$ cat config.mk
export PLATFORM = sky130hd
export DESIGN_NAME = ptp_div
export DESIGN_NICKNAME = d
export VERILOG_FILES = /design/src/design/ptp_pkg.sv /design/src/design/ptp_div.sv
export SDC_FILE = /design/constraint.sdc
export NUM_CORES = 1
export LEC_CHECK = 0
export BUFFER_PORTS_ARGS = -buffer_cell sky130_fd_sc_hd__buf_2
export CAP_MARGIN = 5
export CORE_MARGIN = 4
export CORE_UTILIZATION = 65
export DETAILED_ROUTE_END_ITERATION = 10
export PLACE_DENSITY = 0.82
export SETUP_SLACK_MARGIN = 0.4
export SLEW_MARGIN = 20
export SYNTH_ARGS = -nofsm -noshare
export SYNTH_HDL_FRONTEND = slang
export SYNTH_SLANG_ARGS = --single-unit
$ cat constraint.sdc
create_clock -name clk -period 6.95 [get_ports clk]
set_input_delay 1.0425 -clock clk [delete_from_list [all_inputs] [get_ports clk]]
set_output_delay 1.0425 -clock clk [all_outputs]
set_load 0.05 [all_outputs]
$ cat src/design/ptp_pkg.sv
package ptp_pkg;

  // field widths
  localparam int COORD_W    = 16;
  localparam int PIXEL_W    = 12;
  localparam int CF_W       = 16;
  localparam int FRAC_W     = 14;
  localparam int CAM_W      = 16;
  localparam int CAM_FRAC   = 4;

  // configuration register widths
  localparam int ROW_W      = 3 * CF_W;
  localparam int FOC_W      = 2 * CAM_W;
  localparam int SIZE_W     = 2 * PIXEL_W;
  localparam int CFG_DATA_W = ROW_W;
  localparam int CFG_IDX_W  = 3;

  // datapath widths
  localparam int PROD_W     = CF_W + COORD_W;
  localparam int ACC_W      = PROD_W + 2;
  localparam int RND_W      = ACC_W - FRAC_W;
  localparam int PP_W       = COORD_W + CAM_W + 1;
  localparam int NUM_W      = PP_W + 1;
  localparam int MAG_W      = NUM_W - 1;
  localparam int DEN_W      = COORD_W + CAM_FRAC;
  localparam int REM_W      = DEN_W + PIXEL_W;
  localparam int ROUND_HALF = 1 << (FRAC_W - 1);

  // pipeline stage positions
  localparam int ST_PROD    = 0;
  localparam int ST_ACC     = 1;
  localparam int ST_MOVE    = 2;
  localparam int ST_PPROD   = 3;
  localparam int ST_NUM     = 4;
  localparam int ST_ABS     = 5;
  localparam int ST_DIV0    = 6;
  localparam int ST_OUT     = ST_DIV0 + PIXEL_W;
  localparam int NUM_ST     = ST_OUT + 1;

  // register reset values
  localparam logic [ROW_W-1:0]  ROT0_RST  = ROW_W'(48'h4000_0000_0000);
  localparam logic [ROW_W-1:0]  ROT1_RST  = ROW_W'(48'h0000_4000_0000);
  localparam logic [ROW_W-1:0]  ROT2_RST  = ROW_W'(48'h0000_0000_4000);
  localparam logic [ROW_W-1:0]  TRANS_RST = '0;
  localparam logic [FOC_W-1:0]  FOCAL_RST = FOC_W'(32'h2113_20D9);
  localparam logic [FOC_W-1:0]  PPT_RST   = FOC_W'(32'h148F_10B8);
  localparam logic [SIZE_W-1:0] SIZE_RST  = SIZE_W'(24'h280_1E0);

  typedef enum logic [CFG_IDX_W-1:0] {
    REG_ROT0,
    REG_ROT1,
    REG_ROT2,
    REG_TRANS,
    REG_FOCAL,
    REG_PPT,
    REG_SIZE
  } cfg_reg_e;

  typedef struct packed {
    logic signed [COORD_W-1:0] x;
    logic signed [COORD_W-1:0] y;
    logic signed [COORD_W-1:0] z;
  } moved_t;

  // clamp a rounded coordinate into the output range
  function automatic logic signed [COORD_W-1:0] sat_coord(input logic signed [RND_W-1:0] v);
    logic [RND_W-COORD_W:0] upper;
    logic signed [COORD_W-1:0] res;
    upper = v[RND_W-1:COORD_W-1];
    if ((&upper) || !(|upper)) begin
      res = v[COORD_W-1:0];
    end else if (v[RND_W-1]) begin
      res = {1'b1, {(COORD_W-1){1'b0}}};
    end else begin
      res = {1'b0, {(COORD_W-1){1'b1}}};
    end
    return res;
  endfunction

endpackage

$ cat src/design/ptp_div.sv
module ptp_div (
  input  logic                         clk,
  input  logic [ptp_pkg::PIXEL_W-1:0]  ld,
  input  logic [ptp_pkg::REM_W-1:0]    num,
  input  logic [ptp_pkg::DEN_W-1:0]    den,
  output logic [ptp_pkg::PIXEL_W-1:0]  quo
);
  import ptp_pkg::*;

  localparam int DIV_N = PIXEL_W;

  logic [REM_W-1:0]   rem_in [DIV_N];
  logic [DEN_W-1:0]   den_in [DIV_N];
  logic [PIXEL_W-1:0] quo_in [DIV_N];
  logic [PIXEL_W-1:0] quo_r  [DIV_N];
  logic [REM_W-1:0]   rem_r  [DIV_N-1];
  logic [DEN_W-1:0]   den_r  [DIV_N-1];

  // first step takes the operands straight from the previous stage
  assign rem_in[0] = num;
  assign den_in[0] = den;
  assign quo_in[0] = '0;

  for (genvar j = 1; j < DIV_N; j++) begin : g_link
    assign rem_in[j] = rem_r[j-1];
    assign den_in[j] = den_r[j-1];
    assign quo_in[j] = quo_r[j-1];
  end

  // one restoring step per stage, most significant quotient bit first
  for (genvar j = 0; j < DIV_N; j++) begin : g_step
    localparam int K = DIV_N - 1 - j;
    logic [REM_W-1:0] sub;
    logic             geq;

    assign sub = REM_W'(den_in[j]) << K;
    assign geq = rem_in[j] >= sub;

    always_ff @(posedge clk) begin
      if (ld[j]) begin
        quo_r[j] <= quo_in[j] | (PIXEL_W'(geq) << K);
      end
    end

    if (j < DIV_N - 1) begin : g_rem
      always_ff @(posedge clk) begin
        if (ld[j]) begin
          rem_r[j] <= geq ? rem_in[j] - sub : rem_in[j];
          den_r[j] <= den_in[j];
        end
      end
    end
  end

  assign quo = quo_r[DIV_N-1];

endmodule

==> Word level (Yosys, flattened, before mapping) <==
Memories as Yosys holds them, arrays and structs flattened.
Index checks and enable logic that the tools add are counted.
Widths: inputs -> output; s select.
{ "classes": {"add_sub_neg": 11, "n_mul": 0, "n_div": 0, "order_cmp": 12, "n_eq_ne": 0, "shifts": 0, "n_mux": 35, "bitwise": 11, "reduce_logical": 0} }
{ "ops": {"columns": ["cell", "count"], "rows": [
  ["$mux 32", 11],
  ["$ge 32x20->1", 1],
  ["$ge 32x21->1", 1],
  ["$ge 32x22->1", 1],
  ["$ge 32x23->1", 1],
  ["$ge 32x24->1", 1],
  ["$ge 32x25->1", 1],
  ["$ge 32x26->1", 1],
  ["$ge 32x27->1", 1],
  ["$ge 32x28->1", 1],
  ["$ge 32x29->1", 1],
  ["$ge 32x30->1", 1],
  ["$ge 32x31->1", 1],
  ["$sub 32x21->32", 1],
  ["$sub 32x22->32", 1],
  ["$sub 32x23->32", 1],
  ["$sub 32x24->32", 1],
  ["$sub 32x25->32", 1],
  ["$sub 32x26->32", 1],
  ["$sub 32x27->32", 1],
  ["$sub 32x28->32", 1],
  ["$sub 32x29->32", 1],
  ["$sub 32x30->32", 1],
  ["$sub 32x31->32", 1],
  ["12 further kinds", 35]
]} }
{ "totals": {"ff_bits": 0, "latch_bits": 0, "ram_bits": 716, "romBits": 0, "input_bits": 65, "elab_cells": 72, "memories": 3} }
{ "mem_list": {"columns": ["name", "depth", "word_bits", "read_ports", "rd_clocked_by_memory_dff", "wr", "line_no", "rtl"], "rows": [
  ["rem_r", 11, 32, 11, 0, 11, "ptp_div.sv:16", "logic [REM_W-1:0] rem_r [DIV_N-1];"],
  ["den_r", 11, 20, 11, 0, 11, "ptp_div.sv:17", "logic [DEN_W-1:0] den_r [DIV_N-1];"],
  ["quo_r", 12, 12, 12, 0, 12, "ptp_div.sv:15", "logic [PIXEL_W-1:0] quo_r [DIV_N];"]
]} }

==> Logic depth before layout (Yosys ltp) <==
An unclocked memory read counts as a cell.
{ "logic_depth": {"word_depth": 3, "depth_mapped": 14} }

==> Least setup slack after synthesis <==
No wires, ideal clock.
{ "synth_timing": {"path_type": "input -> register", "start": "in den[1] in the netlist's numbering", "end": "mem rem_r[0][30] in the netlist's numbering (data pin)", "setup_time_ns": 0.260, "t_arrival_ns": 3.336, "required_ns": 6.690, "slack_ns": 3.354, "cell_stages": 12, "path_buffers": 1, "cell_sequence": "inv_1 -> ha_1 -> nor2b_1 -> o31a_1 -> or3_1 -> a21oi_2 -> o21ai_1 -> o211ai_1 -> a31oi_1 -> nor3_4 -> buf_6 -> mux2_2"} }
{ "synth_lines": {"columns": ["element", "line_no", "rtl"], "rows": [
  ["start: declaration", "ptp_div.sv:5", "input logic [ptp_pkg::DEN_W-1:0] den,"],
  ["end: declaration", "ptp_div.sv:16", null]
]} }

==> impl_metrics.py <==
metrics = {
    "run_status": {
        "result_of_the_run": "finished, final reports clean",
    },
    "critical_path": {
        "path_buf_inv": 2,
        "critical_path.reg2reg.startpoint": "rem_r[0][10]",
        "path_delay_family": "compound AO/OA/AOI/OAI gates",
        "cp_cell_instances": "inv_1 -> ha_1 -> inv_1 -> fa_1 -> a211oi_2 -> o21bai_1 -> a21oi_1 -> nor3b_1 -> o211ai_1 -> a21o_1 -> a21o_1 -> mux2_1",
        "endpoint_kind": "flip-flop",
        "crit_slowest_cell": "a21o_1",
        "worst-r2r-cell-count": 12,
        "required_time_of_the_critical_path_ps": 7280,
        "crit_path_start": "rem_r[0][10]",
        "critPathLaunchType": "flip-flop",
        "cp_slowest_stage_delay_ps": 570,
        "timing.critical_path.depth": 12,
        "path_max_fanout": 32,
        "worstSetupPathType": "flip-flop to flip-flop",
        "cp.arrival_ps": 4350,
    },
    "yosys": {
        "avg_synthesized_cell_area_um2": 11.61,
        "post_synth_instance_area_mm2": 0.03592,
        "synth_enable_flop_cells": 650,
        "synthesis.instances": 3095,
        "synthDominantAreaCellType": "edfxtp_1",
        "synth.ff_latch_count": 650,
        "synth_sequential_area_ratio_pct": 54.34,
        "most_frequent_cell_after_synthesis": "edfxtp_1",
        "async_flop_share_pct": 0,
        "synthDistinctLibCells": 92,
        "synth.area.top_cells": "edfxtp_1, ha_1, a21oi_1, xnor2_1, inv_1",
        "synth_ff_type": "edfxtp_1",
        "yosys-top-cells-count": "edfxtp_1, inv_1, a21oi_1",
        "fraction_of_post_synthesis_cell_area_in_the_top_cell_type_by_area_pct": 54.34,
        "yosys_warnings": 0,
        "synthesis.nets": 3411,
    },
    "timing": {
        "clock.fmax_mhz": 248.9,
        "fin_skew_ps": 20.35,
        "timing.slew.headroom_pct": 24.39,
        "worst_tran_pin_value_ps": 1134,
        "fin_crit_sh_pct": 57.80,
        "finalHoldViolations": 0,
        "slew_violations": 0,
        "minimum_clock_period_ps": 4017,
        "final.setup.tns_ps": 0,
        "report.final.setup_viol": 0,
        "setup_repair_after_global_routing_missed_its_margin": "false",
        "worst_hold_slack_ps": 415.7,
    },
    "clock_tree": {
        "post_cts_buffers": 0,
        "clkSlewWorstSetupHoldPaths_ps": 60,
        "clk_root_buffer_cell": "clkbuf_16",
        "inserted_clock_buffers": 69,
        "tritoncts": "done",
        "clock_insertion_delay_worst_skew_ps": 600,
        "cts-resized-gates": 0,
        "cts_max_level": 3,
        "hold_buf_count_cts": 0,
        "cts_max_path_buffers": 3,
        "clkSinkCount": 650,
    },
    "cells_and_area": {
        "antennaDiodeCount": 0,
        "area_growth_pct": 9.332,
        "share_of_post_route_cells_with_drive_strength_above_1_pct": 9.220,
        "nets": 3505,
    },
    "place": {
        "port-buffer-count": 76,
        "globalplace.congestion": 0.9625,
        "dp_hpwl_um": 55670,
    },
    "route": {
        "drt_wl_total_um": 73910,
        "via_count": 24040,
        "drt_first_pass_iters": 6,
        "route.detailed.vias_per_inst": 6.103,
        "drc_errors": 0,
        "post_drt_wl_per_cell_um": 18.76,
        "final_antenna_net_count": 0,
        "drt_iter0_markers": 1769,
    },
    "die": {
        "core_region_area_mm2": 0.05424,
        "io_pins": 77,
        "design.die.area_mm2": 0.05909,
        "die_w_um": 243.1,
        "die_y_um": 243.1,
        "floorplan.initialDensity_pct": 66.23,
        "standard_cell_rows": 85,
    },
    "global_route": {
        "number_of_global_route_vias_before_repair": 24670,
        "globalRoute.totalOverflow": 0,
        "grt_antenna_before_repair": 1,
        "largest_net_degree_at_the_start_of_global_routing": 64,
        "grtUsageTotal_pct": 24.90,
        "grt_pass1_wl_um": 120000,
    },
    "worst_hold_path": {
        "worst_hold_startpoint": "quo_r[0][33]",
        "min_path_type": "flip-flop to flip-flop",
        "hold-path-cell-count": 0,
    },
    "pwr": {
        "vdd_drop_max_mv": 0.2724,
        "finalPower_w": 0.01570,
        "cellPowerDensity_mw_per_mm2": 399.9,
        "leakagePower_nw": 15.65,
    },
    "job": {
        "maxCapViolations": 0,
    },
}
-- worst reg2reg max path, stage by stage (launching register included) --
cell      delay (ps)
edfxtp_1         400
inv_1             80
ha_1             170
inv_1             70
fa_1             440
a211oi_2         270
o21bai_1         110
a21oi_1          410
nor3b_1          280
o211ai_1         220
a21o_1           230
a21o_1           570
mux2_1           500
-- power breakdown --
| group | leakage [nW] | total, W | internal (W) | switching [W] |
|---|---|---|---|---|
| logic | 8.25 | 0.00594 | 0.00257 | 0.00337 |
| clock network | 1.12 | 0.00369 | 0.00221 | 0.00148 |
| registers | 6.28 | 0.00608 | 0.00555 | 0.000526 |
-- final cells by class --
type,count,area [um^2]
clock inverter,46,476.7
timing repair buffer,93,520.5
tap,696,870.8
fill,3547,14970
multi-input combinational,2080,14970
sequential,650,19520
clock buffer,79,1807
inverter,295,1107
-- metal layers --
| layer | vias up | global-route usage, % | wire (um) |
|---|---|---|---|
| li1 | 11620 | - | - |
| met1 | 11410 | 24.16 | 25610 |
| met2 | 720 | 49.67 | 41300 |
| met3 | 291 | 2.969 | 2260 |
| met4 | 0 | 14.87 | 4741 |
| met5 | - | 0 | 0 |
-- worst paths after layout --
kind / endpoint / slack, ps
setup / recovery: rem_r[1][19] / 2930
hold / removal: quo_r[0][45] / 420
setup reg to reg: rem_r[1][19] / 2930
hold reg to reg: quo_r[0][45] / 420
-- flip-flops by register name (all words and copies together), names as in the netlist --
register,count
rem_r,352
den_r,220
quo_r,78
-- through the flow --
step | util [%] | std cells | cell area [um^2] | setup slack [ps]
3_3_place_gp | 68.16 | 3813 | 36970 | 2315
5_1_grt | 72.41 | 3939 | 39270 | 2711
2_1_floorplan | - | 3095 | 35920 | 3354
6_report | 72.41 | 3939 | 39270 | 2933
3_5_place_dp | 68.16 | 3813 | 36970 | 2197
4_1_cts | 72.37 | 3938 | 39250 | 2829
-- logic make-up after synthesis --
family	Yosys count	synth area share, %
XOR/XNOR	232	5.657
adder cells (fa/ha/maj)	251	8.973
flip-flops	650	54.34
buffers and inverters	365	3.999
AND/OR/NAND/NOR	736	10.38
AO/OA/AOI/OAI	785	14.30
multiplexers	76	2.362
-- cell usage in the layout (no fill, tap or decap), types with 94 or more instances in the layout --
master,count
o21ai_0,151
xor2_1,94
xnor2_1,138
ha_1,240
edfxtp_1,650
a21oi_1,249
a21o_1,106
nor2_1,189
inv_1,294
nand2_1,189
No activity file was read; power rests on OpenSTA's default activity.
